<file path="src/hdl/cd128_pkg.sv">
// Shared types, constants and helpers for the Code 128 set B encoder.
// No dependencies; imported by every module under hdl/.
package cd128_pkg;

    localparam int unsigned FifoDepth = 4;
    localparam int unsigned FifoAw    = $clog2(FifoDepth);

    localparam logic [6:0]  START_B_VALUE = 7'd104;
    localparam logic [6:0]  STOP_VALUE    = 7'd106;
    localparam logic [6:0]  CHECK_MOD     = 7'd103;
    localparam logic [6:0]  CHAR_OFFSET   = 7'd32;
    localparam logic [6:0]  CHECK_INIT    = 7'd1;   // 104 mod 103
    localparam logic [6:0]  POS_INIT      = 7'd1;
    localparam logic [1:0]  STOP_LAST_BAR = 2'd2;
    // floor(x / 103) == (x * 10181) >> 20 for all x < 15650
    localparam logic [13:0] RECIP_103     = 14'd10181;
    localparam int unsigned RECIP_SHIFT   = 20;

    // One queued character: flags plus value and its weighted term
    typedef struct packed {
        logic        first;
        logic        last;
        logic [6:0]  value;
        logic [13:0] prod;
    } t_cmd;

    typedef enum logic [1:0] {
        PH_HEAD,
        PH_CHAR,
        PH_CHECK,
        PH_STOP
    } t_phase;

    // Six widths per symbol, one nibble each, first bar in the top nibble
    localparam logic [23:0] PATTERN_ROM [0:106] = '{
        24'h212222, 24'h222122, 24'h222221, 24'h121223, 24'h121322,
        24'h131222, 24'h122213, 24'h122312, 24'h132212, 24'h221213,
        24'h221312, 24'h231212, 24'h112232, 24'h122132, 24'h122231,
        24'h113222, 24'h123122, 24'h123221, 24'h223211, 24'h221132,
        24'h221231, 24'h213212, 24'h223112, 24'h312131, 24'h311222,
        24'h321122, 24'h321221, 24'h312212, 24'h322112, 24'h322211,
        24'h212123, 24'h212321, 24'h232121, 24'h111323, 24'h131123,
        24'h131321, 24'h112313, 24'h132113, 24'h132311, 24'h211313,
        24'h231113, 24'h231311, 24'h112133, 24'h112331, 24'h132131,
        24'h113123, 24'h113321, 24'h133121, 24'h313121, 24'h211331,
        24'h231131, 24'h213113, 24'h213311, 24'h213131, 24'h311123,
        24'h311321, 24'h331121, 24'h312113, 24'h312311, 24'h332111,
        24'h314111, 24'h221411, 24'h431111, 24'h111224, 24'h111422,
        24'h121124, 24'h121421, 24'h141122, 24'h141221, 24'h112214,
        24'h112412, 24'h122114, 24'h122411, 24'h142112, 24'h142211,
        24'h241211, 24'h221114, 24'h413111, 24'h241112, 24'h134111,
        24'h111242, 24'h121142, 24'h121241, 24'h114212, 24'h124112,
        24'h124211, 24'h411212, 24'h421112, 24'h421211, 24'h212141,
        24'h214121, 24'h412121, 24'h111143, 24'h111341, 24'h131141,
        24'h114113, 24'h114311, 24'h411113, 24'h411311, 24'h113141,
        24'h114131, 24'h311141, 24'h411131, 24'h211412, 24'h211214,
        24'h211232, 24'h233111
    };

    function automatic logic [23:0] pattern_of(input logic [6:0] v);
        logic [23:0] p;
        p = 24'h0;
        if (v <= STOP_VALUE) begin
            p = PATTERN_ROM[v];
        end
        return p;
    endfunction

    // x mod 103 for x below 13184, by reciprocal multiply
    function automatic logic [6:0] mod103(input logic [13:0] x);
        logic [27:0] t;
        logic [6:0]  q;
        logic [13:0] qm;
        logic [13:0] r;
        t  = 28'(x) * 28'(RECIP_103);
        q  = t[RECIP_SHIFT +: 7];
        qm = 14'(q) * 14'(CHECK_MOD);
        r  = x - qm;
        return r[6:0];
    endfunction

endpackage

</file>
<file path="src/hdl/cd128_front.sv">
// Front end: accepts characters, tracks message start and position weight,
// and builds one queue command per character. Depends on cd128_pkg.
module cd128_front (
    input  logic                 i_clk,
    input  logic                 i_rst_n,
    input  logic                 i_valid,
    input  logic [6:0]           i_char_code,
    input  logic                 i_last_char,
    input  logic                 i_full,
    output logic                 o_stall,
    output logic                 o_push,
    output cd128_pkg::t_cmd      o_cmd
);
    import cd128_pkg::*;

    logic       r_in_msg;
    logic [6:0] r_weight;
    logic [6:0] weight;
    logic [6:0] value;
    logic [6:0] weight_inc;
    logic       accept;

    assign o_stall = i_full;
    assign accept  = i_valid && !i_full;
    assign o_push  = accept;

    // controls below 32 count as space
    assign value  = (i_char_code >= CHAR_OFFSET) ? (i_char_code - CHAR_OFFSET) : 7'd0;
    assign weight = r_in_msg ? r_weight : POS_INIT;
    assign weight_inc = (weight == (CHECK_MOD - 7'd1)) ? 7'd0 : (weight + 7'd1);

    always_comb begin
        o_cmd.first = !r_in_msg;
        o_cmd.last  = i_last_char;
        o_cmd.value = value;
        o_cmd.prod  = 14'(value) * 14'(weight);
    end

    always_ff @(posedge i_clk) begin
        if (!i_rst_n) begin
            r_in_msg <= 1'b0;
            r_weight <= POS_INIT;
        end else if (accept) begin
            r_in_msg <= !i_last_char;
            r_weight <= i_last_char ? POS_INIT : weight_inc;
        end
    end

endmodule

</file>
<file path="src/hdl/cd128_fifo.sv">
// Small command queue between front and back ends.
// Depends on cd128_pkg for the command type and depth.
module cd128_fifo (
    input  logic                 i_clk,
    input  logic                 i_rst_n,
    input  logic                 i_push,
    input  cd128_pkg::t_cmd      i_cmd,
    input  logic                 i_pop,
    output logic                 o_full,
    output logic                 o_nonempty,
    output cd128_pkg::t_cmd      o_head
);
    import cd128_pkg::*;

    t_cmd                r_mem [FifoDepth];
    logic [FifoAw-1:0]   r_wr_ptr;
    logic [FifoAw-1:0]   r_rd_ptr;
    logic [FifoAw:0]     r_count;
    logic                do_push;
    logic                do_pop;

    assign o_full     = (r_count == (FifoAw+1)'(FifoDepth));
    assign o_nonempty = (r_count != '0);
    assign o_head     = r_mem[r_rd_ptr];
    assign do_push    = i_push && !o_full;
    assign do_pop     = i_pop && o_nonempty;

    always_ff @(posedge i_clk) begin
        if (do_push) begin
            r_mem[r_wr_ptr] <= i_cmd;
        end
    end

    always_ff @(posedge i_clk) begin
        if (!i_rst_n) begin
            r_wr_ptr <= '0;
            r_rd_ptr <= '0;
            r_count  <= '0;
        end else begin
            if (do_push) begin
                r_wr_ptr <= r_wr_ptr + FifoAw'(1);
            end
            if (do_pop) begin
                r_rd_ptr <= r_rd_ptr + FifoAw'(1);
            end
            if (do_push && !do_pop) begin
                r_count <= r_count + (FifoAw+1)'(1);
            end else if (do_pop && !do_push) begin
                r_count <= r_count - (FifoAw+1)'(1);
            end
        end
    end

endmodule

</file>
<file path="src/hdl/cd128_back.sv">
// Back end: expands each command into start / char / check / stop symbols,
// keeps the running check and drives the output register. Depends on cd128_pkg.
module cd128_back (
    input  logic                 i_clk,
    input  logic                 i_rst_n,
    input  logic                 i_head_valid,
    input  cd128_pkg::t_cmd      i_head,
    output logic                 o_pop,
    input  logic                 i_stall,
    output logic                 o_valid,
    output logic [6:0]           o_symbol_value,
    output logic [2:0]           o_width_a,
    output logic [2:0]           o_width_b,
    output logic [2:0]           o_width_c,
    output logic [2:0]           o_width_d,
    output logic [2:0]           o_width_e,
    output logic [2:0]           o_width_f,
    output logic [1:0]           o_width_g,
    output logic                 o_frame_end
);
    import cd128_pkg::*;

    t_phase      r_phase;
    t_phase      n_phase;
    logic [6:0]  r_cks;
    logic [6:0]  n_cks;
    logic        r_valid;
    logic [6:0]  r_sym;
    logic [23:0] r_pat;

    logic        fire;
    logic        start_step;
    logic        char_step;
    logic [6:0]  sym;
    logic [7:0]  cks_sum;

    assign fire = i_head_valid && (!r_valid || !i_stall);

    // next state
    always_comb begin
        n_phase = r_phase;
        if (fire) begin
            unique case (r_phase)
                PH_HEAD: begin
                    if (i_head.first) begin
                        n_phase = PH_CHAR;
                    end else begin
                        n_phase = i_head.last ? PH_CHECK : PH_HEAD;
                    end
                end
                PH_CHAR:  n_phase = i_head.last ? PH_CHECK : PH_HEAD;
                PH_CHECK: n_phase = PH_STOP;
                PH_STOP:  n_phase = PH_HEAD;
                default:  n_phase = PH_HEAD;
            endcase
        end
    end

    // per-phase symbol select and side effects
    always_comb begin
        sym        = i_head.value;
        start_step = 1'b0;
        char_step  = 1'b0;
        o_pop      = 1'b0;
        unique case (r_phase)
            PH_HEAD: begin
                if (i_head.first) begin
                    sym        = START_B_VALUE;
                    start_step = fire;
                end else begin
                    char_step = fire;
                    o_pop     = fire && !i_head.last;
                end
            end
            PH_CHAR: begin
                char_step = fire;
                o_pop     = fire && !i_head.last;
            end
            PH_CHECK: sym = r_cks;
            PH_STOP: begin
                sym   = STOP_VALUE;
                o_pop = fire;
            end
            default: sym = i_head.value;
        endcase
    end

    // running check, kept below 103
    always_comb begin
        cks_sum = 8'(r_cks) + 8'(mod103(i_head.prod));
        n_cks   = r_cks;
        if (start_step) begin
            n_cks = CHECK_INIT;
        end else if (char_step) begin
            n_cks = (cks_sum >= 8'(CHECK_MOD)) ? 7'(cks_sum - 8'(CHECK_MOD)) : cks_sum[6:0];
        end
    end

    always_ff @(posedge i_clk) begin
        if (!i_rst_n) begin
            r_phase <= PH_HEAD;
            r_cks   <= CHECK_INIT;
            r_valid <= 1'b0;
        end else begin
            r_phase <= n_phase;
            r_cks   <= n_cks;
            if (fire) begin
                r_valid <= 1'b1;
            end else if (!i_stall) begin
                r_valid <= 1'b0;
            end
        end
    end

    always_ff @(posedge i_clk) begin
        if (fire) begin
            r_sym <= sym;
            r_pat <= pattern_of(sym);
        end
    end

    assign o_valid        = r_valid;
    assign o_symbol_value = r_sym;
    assign o_width_a      = r_pat[22:20];
    assign o_width_b      = r_pat[18:16];
    assign o_width_c      = r_pat[14:12];
    assign o_width_d      = r_pat[10:8];
    assign o_width_e      = r_pat[6:4];
    assign o_width_f      = r_pat[2:0];
    assign o_frame_end    = (r_sym == STOP_VALUE);
    assign o_width_g      = (r_sym == STOP_VALUE) ? STOP_LAST_BAR : 2'd0;

endmodule

</file>
<file path="src/hdl/code128b_symbol_encoder.sv">
// Top level of the Code 128 set B symbol encoder: front end, command queue
// and back end. Depends on cd128_pkg, cd128_front, cd128_fifo, cd128_back.
//
//  channel  | handshake          | payload
//  ---------+--------------------+------------------------------------------
//  input    | i_valid / o_stall  | i_char_code, i_last_char
//  output   | o_valid / i_stall  | o_symbol_value, o_width_a..g, o_frame_end
//
// Flow: the front takes one character per clock while the 4-word queue has
// room. The back sends one symbol word per clock while the queue holds a
// command and i_stall is low. Each character gives one symbol, plus Start B
// before a first one and check and stop after a last: n characters, n+3 symbols.
// Reset: synchronous, active low; clears the queue, message state, check.
// Stalls: the output register holds while i_stall is high; the queue then
// fills and o_stall rises when it is full.
module code128b_symbol_encoder (
    input  logic       i_clk,
    input  logic       i_rst_n,
    input  logic       i_valid,
    output logic       o_stall,
    input  logic [6:0] i_char_code,
    input  logic       i_last_char,
    output logic       o_valid,
    input  logic       i_stall,
    output logic [6:0] o_symbol_value,
    output logic [2:0] o_width_a,
    output logic [2:0] o_width_b,
    output logic [2:0] o_width_c,
    output logic [2:0] o_width_d,
    output logic [2:0] o_width_e,
    output logic [2:0] o_width_f,
    output logic [1:0] o_width_g,
    output logic       o_frame_end
);
    import cd128_pkg::*;

    t_cmd push_cmd;
    t_cmd head_cmd;
    logic push;
    logic pop;
    logic full;
    logic nonempty;

    // Front: character in, weighted term computed, one command queued.
    cd128_front u_front (
        .i_clk       (i_clk),
        .i_rst_n     (i_rst_n),
        .i_valid     (i_valid),
        .i_char_code (i_char_code),
        .i_last_char (i_last_char),
        .i_full      (full),
        .o_stall     (o_stall),
        .o_push      (push),
        .o_cmd       (push_cmd)
    );

    // Queue decouples the one-in front from the up-to-four-out back.
    cd128_fifo u_fifo (
        .i_clk      (i_clk),
        .i_rst_n    (i_rst_n),
        .i_push     (push),
        .i_cmd      (push_cmd),
        .i_pop      (pop),
        .o_full     (full),
        .o_nonempty (nonempty),
        .o_head     (head_cmd)
    );

    // Back: symbol sequencing, check accumulation, pattern lookup.
    cd128_back u_back (
        .i_clk          (i_clk),
        .i_rst_n        (i_rst_n),
        .i_head_valid   (nonempty),
        .i_head         (head_cmd),
        .o_pop          (pop),
        .i_stall        (i_stall),
        .o_valid        (o_valid),
        .o_symbol_value (o_symbol_value),
        .o_width_a      (o_width_a),
        .o_width_b      (o_width_b),
        .o_width_c      (o_width_c),
        .o_width_d      (o_width_d),
        .o_width_e      (o_width_e),
        .o_width_f      (o_width_f),
        .o_width_g      (o_width_g),
        .o_frame_end    (o_frame_end)
    );

endmodule
</file>
<file path="config.mk">
export PLATFORM = sky130hd
export DESIGN_NAME = code128b_symbol_encoder
export DESIGN_NICKNAME = d
export VERILOG_FILES = /design/src/hdl/cd128_pkg.sv /design/src/hdl/cd128_front.sv /design/src/hdl/cd128_fifo.sv /design/src/hdl/cd128_back.sv /design/src/hdl/code128b_symbol_encoder.sv
export SDC_FILE = /design/constraint.sdc
export NUM_CORES = 1
export LEC_CHECK = 0
export ABC_AREA = 1
export BUFFER_PORTS_ARGS = -buffer_cell sky130_fd_sc_hd__buf_2
export CORE_AREA = 2 2 165 199
export CTS_CLUSTER_SIZE = 16
export DETAILED_ROUTE_END_ITERATION = 10
export DIE_AREA = 0 0 167 201
export GPL_TIMING_DRIVEN = 0
export PLACE_DENSITY = 0.63
export SYNTH_ARGS = -nofsm -noshare
export SYNTH_HDL_FRONTEND = slang
export SYNTH_SLANG_ARGS = --single-unit
</file>
<file path="constraint.sdc">
create_clock -name i_clk -period 9.8 [get_ports i_clk]
set_input_delay 1.47 -clock i_clk [delete_from_list [all_inputs] [get_ports i_clk]]
set_output_delay 1.47 -clock i_clk [all_outputs]
set_load 0.1 [all_outputs]
</file>
# Word level (Yosys, flattened, before mapping)

Memories as Yosys holds them, arrays and structs flattened. A register that Yosys moved wholly into a read port is not among the register bits.
Cells that the tools add are included.

Logic and storage cells: 81
ROM bits: 3,072
RAM bits: 92
Output and inout port bits: 30
Bits of input ports: 12
Register bits: 32
Memories: 2
Latch bits: 0

Equal/unequal tests: 7
Divide/modulo/power cells: 0
Order comparisons: 3
Bitwise gates (word level): 2
$mul: 3
Reduce and logical (&&, ||, !) cells: 21
Shifts and indexed selects: 0
$add $sub $neg: 9
Muxes and demuxes: 25

Memories:

| memory           | words | width | read ports | clocked after Yosys merged registers in | write ports | RTL line         | text |
|---|---|---|---|---|---|---|---|
| (name not given) | 128   | 24    | 1          | 1                                       | 0           | cd128_pkg.sv:64  | `p = PATTERN_ROM[v];` |
| u_fifo.r_mem     | 4     | 23    | 1          | 1                                       | 1           | cd128_fifo.sv:15 | `t_cmd r_mem [FifoDepth];` |

Operator list:

| kind                   | count |
|---|---|
| $mux 7                 | 6 |
| $mul 14x14->27 const B | 1 |
| $pmux 7 s3             | 1 |
| $eq 7x7->1 const B     | 2 |
| $mul 7x7->14           | 1 |
| $mux 2                 | 5 |
| $logic_not 1->1        | 9 |
| $add 7x7->8            | 1 |
| $ge 8x7->1 const B     | 1 |
| $mux 1                 | 8 |
| $not 7->8              | 1 |
| $pmux 2 s4             | 1 |
| $add 7x1->7 const B    | 1 |
| $ge 7x6->1 const B     | 1 |
| $le 7x7->1 const B     | 1 |
| $logic_and 1x1->1      | 7 |
| $mul 7x6->7 const B    | 1 |
| $sub 7x6->7 const B    | 1 |
| $sub 7x7->7            | 1 |
| $sub 7x7->7 const B    | 1 |
| $mux 3                 | 2 |
| $add 2x1->2 const B    | 2 |
| $eq 2x2->1 const B     | 2 |
| $add 3x1->3 const B    | 1 |
| other kinds (12)       | 12 |

# Logic depth before layout (Yosys ltp)

Gate-level depths: netlist of the first run.

Word-level depth: 10
Depth in mapped cells: 56
Depth with buffers taken out: 53

# Hierarchy

Synthesis of the first run repeated with hierarchy kept, for this count alone.

Cells, all modules: 1,797
Area, all modules: 14,450.1 um^2

By module, submodules not included:

| module      | seq. area each (um^2) | area an instance (um^2) | instances | cells an instance |
|---|---|---|---|---|
| cd128_back  | 950.9                 | 8,319.2                 | 1         | 1,196 |
| cd128_fifo  | 2,942.8               | 3,928.8                 | 1         | 291 |
| cd128_front | 160.2                 | 2,202.1                 | 1         | 310 |

# Worst setup path after synthesis of the first run

No wires, ideal clock.

Path kind: reg2reg
From: reg (tool-made name)
To: reg u_back.r_cks[3]
Slack: 0.008 ns
Required time: 9.685 ns
Period minus slack after synthesis: 9.792 ns
Buffers on the path: 5
Stages on the path, launching flop included: 47
Library setup time: 0.115 ns
Data arrival time: 9.677 ns
Cell sequence: dfxtp_1 buf_6 buf_4 clkbuf_1 clkbuf_1 nand2_1 a32oi_1 inv_1 fa_1 fa_1 inv_1 fa_1 inv_1 fa_1 inv_1 fa_1 ha_1 ha_1 [11 not listed] ha_1 nand2_1 nand2_1 a21oi_1 xnor2_1 nand3_1 nand2_1 inv_1 nand3_1 nand2_1 ha_1 xor2_1 nand2_1 nand2_1 buf_2 o21ai_0 o21ai_0 inv_1

RTL lines:

| what                   | RTL line          | text |
|---|---|---|
| end signal: assignment | cd128_back.sv:106 | `r_cks <= n_cks;` |
| end: declaration       | cd128_back.sv:25  | `logic [6:0] r_cks;` |

==> qor.csv, run 1 <==
stage,metric,value,unit
clock_tree,clk_lat worst skew,430,ps
grt,met2 Track Usage GR,43.49,%
run_status,status,"finished, final reports clean",
clock_tree,"Clk pin slew, worst setup/hold paths",70,ps
yosys,main flop type after synthesis,edfxtp_1,
timing,final worst slack,425.7,ps
clock_tree,H-tree Lvls,4,
worst_setup_path,R2R setup slack,430,ps
place,Place WS,-1747,ps
worst_setup_path,Critical Path Source Type,register,
timing,Finish-stage setup viols,0,
yosys,Avg Inst Size Synth,8.135,um^2
timing,setup TNS,0,ps
grt,largest net degree at the start of global routing,31,
drt,drt total wl,39740,um
place,global placement routability congestion,0.9686,
floorplan,die area,33570,um^2
clock_tree,Clock Path Buffers,2,
yosys,synthesized area,14070,um^2
yosys,Yosys reg bits,144,
worst_setup_path,Crit. End Element,register,
yosys,synth top area cells,"edfxtp_1 25%, ha_1 15%, fa_1 13%, nand2_1 12%, inv_1 7.3%",
grt,met3 Track Usage GR,2.760,%
grt,vias in the first global route,12202,
drt,residual DRC count,0,
worst_setup_path,Worst path max stage delay,540,ps
floorplan,DIE HEIGHT,201,um
drt,drt pass-1 iters,5,
timing,Max Clock Freq,0.1067,GHz
worst_setup_path,Most common cell on crit path,nand2_1,
layout,synthesis-to-layout area growth,15.42,%
clock_tree,TritonCTS buffer count,17,
floorplan,Rows,72,
worst_setup_path,worst reg2reg path endpoint,u_back.r_cks[2],
floorplan,core footprint,31800,um^2
grt,GRT overflow,0,
timing,worst hold margin,452.9,ps
yosys,sequential share of the synthesized area,28.81,%
timing,Post-Route Skew,10.22,ps
clock_tree,cts hold-fix bufs,0,
grt,initial antenna violation count,0,
yosys,share of the synthesized area in the top cell type,24.96,%
drt,initial DRC count,727,
floorplan,Die W,167,um
timing,Final period util,95.66,%
worst_setup_path,Worst Setup Path Type,register to register,
layout,layout net count,2102,
timing,Max Transition Viols Final,0,
layout,layout cells sized above 1,13.04,%
hold_path,Min-Delay Path Class,register to register,
clock_tree,Sink Count,144,
worst_setup_path,"critical path fanouts, max",11,
place,DP HPWL,30400,um
timing,minimum clock period,9374,ps
timing,Final Hold Viols,0,
yosys,Yosys top cell by area,edfxtp_1,
drt,Antenna Nets Post-Route,0,
layout,# diodes,0,
yosys,count of flip-flops with a built-in enable after synthesis,117,
yosys,Post-synth ARST share,0,%
grt,global-route wire length before repair,64430,um
worst_setup_path,CP max-delay cell,fa_1,
yosys,synth warn,0,
drt,via count,11976,
clock_tree,CTS tree,done,
run,Max-cap violations,0,
worst_setup_path,Worst R2R Path Depth,47,
timing,Max-Slew Margin vs Limit,23.33,%
worst_setup_path,CP required,10130,ps
yosys,Syn Inst Count,1730,
layout,Layout fillers,3017,
drt,Vias/cell,5.330,
grt,global-route total usage across every layer,24.28,%
worst_setup_path,"Arr. time, crit path",9710,ps
place,IO buf count,39,
floorplan,Ports,42,
grt,M1 GR Usage,29.89,%
drt,DR WL/cell,17.68,um
clock_tree,Clock Root Buffer,clkbuf_16,
timing,measured slew at the worst slew-check pin,1149,ps
floorplan,starting density of the core,44.26,%
grt,gr busiest metal,met2,
yosys,Synthesized Nets,2005,
layout,most frequent cells in the layout,"432 x nand2_1, 271 x inv_1, 159 x ha_1",
layout,"most common cell after layout, fill and taps aside",nand2_1,
worst_setup_path,worst setup path endpoint,u_back.r_cks[2],
yosys,"Distinct cells, synth",51,
[cell type report]
type                    count  area (um^2)  share of cell area [%]
multi-input cells        1256         9069                   55.83
flip-flops and latches    144         4059                   24.99
inverters                 287         1091                   6.717
repair buffers             81        573.1                   3.528
well taps                 407        509.2                   3.135
clock buffers              19        454.2                   2.796
plain buffers              40        370.4                   2.280
clock inverters            13        118.9                  0.7317
[critical path, delay by kind of cell, from the launching register on]
family                     cells  cell delay (ps)
AOI/OAI and AO/OA              4              710
adders and majority gates     13             4880
DFF                            1              340
xor gates and xnor gates       2              310
and+or+nand+nor               16             1940
buffers and inverters         12             1080
[cells by family after synthesis]
logic type	share of synthesized area (%)
fa+ha+maj	28.34
simple gates	22.48
buf+inv	9.744
compound gates	8.562
flops	28.81
xor+xnor	2.045
other cells	0.02665
[layer usage]
layer | part of all wire [%] | vias up | routed length [um]
met1 | 41 | 5717 | 16480
met2 | 51 | 341 | 20090
met4 | 3.5 | 0 | 1376
li1 | - | 5836 | -
met3 | 4.5 | 82 | 1794
met5 | 0 | - | 0
[synthesized netlist by cell type (9+ instances only)]
master,instances
xor2_1,15
a32oi_1,10
inv_2,11
nand4_1,10
edfxtp_1,117
nand2_1,439
inv_1,275
ha_1,170
buf_2,13
buf_6,11
dfxtp_1,27
o211ai_1,10
nand3_1,138
nor3_1,14
nor2_1,116
buf_4,9
o21ai_0,54
xnor2_1,16
fa_1,93
a21oi_1,88
o21ai_1,13
[metrics by stage]
step	cell area (um^2)	utilization [%]	cells
after floorplan	14070	-	1730
after global routing	16240	51.08	2247
final	16240	51.08	2247
after detailed placement	14850	46.69	2180
after global placement	14780	46.47	2176
after CTS	15820	49.76	2225
[worst min-delay path by stage]
stage,startpoint,end,cells after the start
floorplan,u_fifo.r_rd_ptr[1],register,2
global placement,u_fifo.r_rd_ptr[1],register,2
detailed placement,u_fifo.r_rd_ptr[1],register,2
CTS,u_fifo.r_rd_ptr[1],register,2
global route,u_front.r_weight[6],u_front.r_weight[6],2
finish,u_fifo.r_rd_ptr[1],register,2
[timing repair]
item,in CTS,in global routing
pin swaps,8,22
setup endpoints to repair,7,7
setup buffers,16,22
resized for setup,52,49
[flip-flops by register name, summed over array words and instances, names as in the netlist, named ones only]
signal and count:
u_front.r_in_msg 1, u_back.o_valid 1, u_back.r_phase 2, u_fifo.r_mem 92
u_fifo.r_wr_ptr 2, u_back.o_symbol_value 7, u_fifo.r_rd_ptr 2, u_back.r_cks 7
u_back.r_pat 18, u_fifo.r_count 3, u_front.r_weight 7
Power of run 1 is not shown: default switching activity piles up to over one toggle a cycle in this logic, so the estimate is an artifact.
==> inputs of run 2 (changes only) <==
--- a/config.mk
+++ b/config.mk
@@ -7,12 +7,12 @@
 export LEC_CHECK = 0
 export ABC_AREA = 1
 export BUFFER_PORTS_ARGS = -buffer_cell sky130_fd_sc_hd__buf_2
-export CORE_AREA = 2 2 165 199
+export CAP_MARGIN = 20
+export CORE_AREA = 2 2 146 176
 export CTS_CLUSTER_SIZE = 16
 export DETAILED_ROUTE_END_ITERATION = 10
-export DIE_AREA = 0 0 167 201
-export GPL_TIMING_DRIVEN = 0
-export PLACE_DENSITY = 0.63
+export DIE_AREA = 0 0 148 178
+export PLACE_DENSITY = 0.77
 export SYNTH_ARGS = -nofsm -noshare
 export SYNTH_HDL_FRONTEND = slang
 export SYNTH_SLANG_ARGS = --single-unit
==> run 2 against run 1 <==
Via count is 0.69% higher. Critical path type unchanged. Sequential cell count stayed put. Count of clock-buffer cells in the layout is 4 higher.
==> qor.csv, run 2 (same netlist as run 1, synthesis figures left out) <==
stage,metric,value,unit
grt,M1 GR Usage,34.88,%
layout,max reg flops,92,
timing,measured slew at the worst slew-check pin,987.1,ps
floorplan,die area,26340,um^2
clock_tree,Clock Path Buffers,2,
layout,layout cells sized above 1,9.101,%
floorplan,Rows,63,
timing,Post-Route Skew,12.00,ps
clock_tree,CTS tree,done,
grt,global-route total usage across every layer,28.14,%
timing,Final Hold Viols,0,
grt,largest net degree at the start of global routing,47,
drt,via count,12059,
layout,layout net count,2053,
grt,GRT overflow,0,
worst_setup_path,Crit. End Element,register,
floorplan,starting density of the core,57.22,%
clock_tree,"Clk pin slew, worst setup/hold paths",60,ps
run,Max-cap violations,0,
floorplan,DIE HEIGHT,178,um
timing,Max Transition Viols Final,0,
timing,Max Clock Freq,0.1073,GHz
drt,Antenna Nets Post-Route,0,
place,DP HPWL,27630,um
layout,most frequent cells in the layout,"434 x nand2_1, 272 x inv_1, 168 x ha_1",
clock_tree,Sink Count,144,
place,global placement routability congestion,1.004,
layout,"most common cell after layout, fill and taps aside",nand2_1,
worst_setup_path,CP max-delay cell,fa_1,
timing,Finish-stage setup viols,0,
worst_setup_path,Most common cell on crit path,inv_1,
drt,Vias/cell,5.699,
floorplan,Die W,148,um
timing,Max-Slew Margin vs Limit,33.95,%
grt,met3 Track Usage GR,4.066,%
drt,drt total wl,36280,um
drt,drt pass-1 iters,5,
drt,initial DRC count,1251,
grt,met2 Track Usage GR,49.29,%
layout,synthesis-to-layout area growth,9.477,%
clock_tree,Clock Root Buffer,clkbuf_16,
drt,DR WL/cell,17.15,um
grt,initial antenna violation count,0,
clock_tree,H-tree Lvls,4,
layout,Top reg by flops,u_fifo.r_mem,
floorplan,core footprint,24590,um^2
drt,residual DRC count,0,
floorplan,Ports,42,
run_status,status,"finished, final reports clean",
worst_setup_path,Critical Path Source Type,register,
worst_setup_path,"critical path fanouts, max",23,
layout,post-route insts no fill,2116,
worst_setup_path,Worst Setup Path Type,register to register,
place,IO buf count,40,
clock_tree,TritonCTS buffer count,17,
grt,vias in the first global route,11822,
grt,gr busiest metal,met2,
clock_tree,cts hold-fix bufs,0,
clock_tree,clk_lat worst skew,440,ps
timing,minimum clock period,9323,ps
timing,worst hold margin,463.1,ps
place,Placed Cells,2078,
layout,# diodes,0,
timing,setup TNS,0,ps
worst_setup_path,Worst path max stage delay,560,ps
hold_path,Min-Delay Path Class,register to register,
grt,global-route wire length before repair,58380,um
worst_setup_path,CP required,10130,ps
worst_setup_path,"Arr. time, crit path",9650,ps
layout,biggest regs,"u_fifo.r_mem: 92 flops, u_back.r_pat: 18 flops",
timing,Final period util,95.14,%
-- run 2: changes by cell type in the layout (fill, tap and decap cells not counted), sizes merged --
| cell | before | now |
|---|---|---|
| buf | 115 | 71 |
| inv | 293 | 288 |
| bufinv | 0 | 1 |
| clkbuf | 25 | 24 |
| clkinv | 5 | 6 |
| clkinvlp | 2 | 1 |
-- run 2: routing by layer --
| layer | share of wire [%] | vias to the layer above |
|---|---|---|
| li1 | - | 5733 |
| met1 | 40 | 5711 |
| met2 | 49 | 495 |
| met3 | 6.4 | 120 |
| met4 | 4.2 | 0 |
| met5 | 0 | - |
-- run 2: stage by stage --
stage | area (um^2) | setup slack (ps) | util (%)
after global placement | 14590 | 349.4 | 59.33
after global routing | 15410 | -92.80 | 62.65
final | 15410 | 476.7 | 62.65
after detailed placement | 14590 | 119.6 | 59.33
after floorplan | 14070 | 7.901 | -
after CTS | 15210 | 51.99 | 61.83
-- run 2: path summary, 6_finish.rpt --
check                      start                  end  slack, ps  cells after the start
max                     register      u_back.r_cks[5]        480                     43
min          u_front.r_weight[1]  u_front.r_weight[1]        460                      2
max reg2reg             register      u_back.r_cks[5]        480                     43
min reg2reg  u_front.r_weight[1]  u_front.r_weight[1]        460                      2
-- run 2: worst max-delay path: cells and delay by family (launching register included) --
family,cells,cell delay [ps]
XOR/XNOR,2,420
AO/OA/AOI/OAI,5,640
buffers and inverters,11,1040
flip-flops,1,370
adder cells (fa/ha/maj),13,5110
AND/OR/NAND/NOR,12,1610
-- run 2: final cells by class --
type,instances,area [um^2]
Fill cell,2140,9186
Multi-Input combinational cell,1256,8747
Sequential cell,144,4056
Inverter,287,1087
Clock buffer,23,521.8
Timing Repair Buffer,72,494.2
Tap cell,325,406.6
Clock inverter,9,93.84
-- run 2: timing repair --
item	CTS	global route
gates resized for setup	0	33
buffers inserted	0	4
setup endpoints to repair	0	7
Power of run 2 is left out for the same reason.
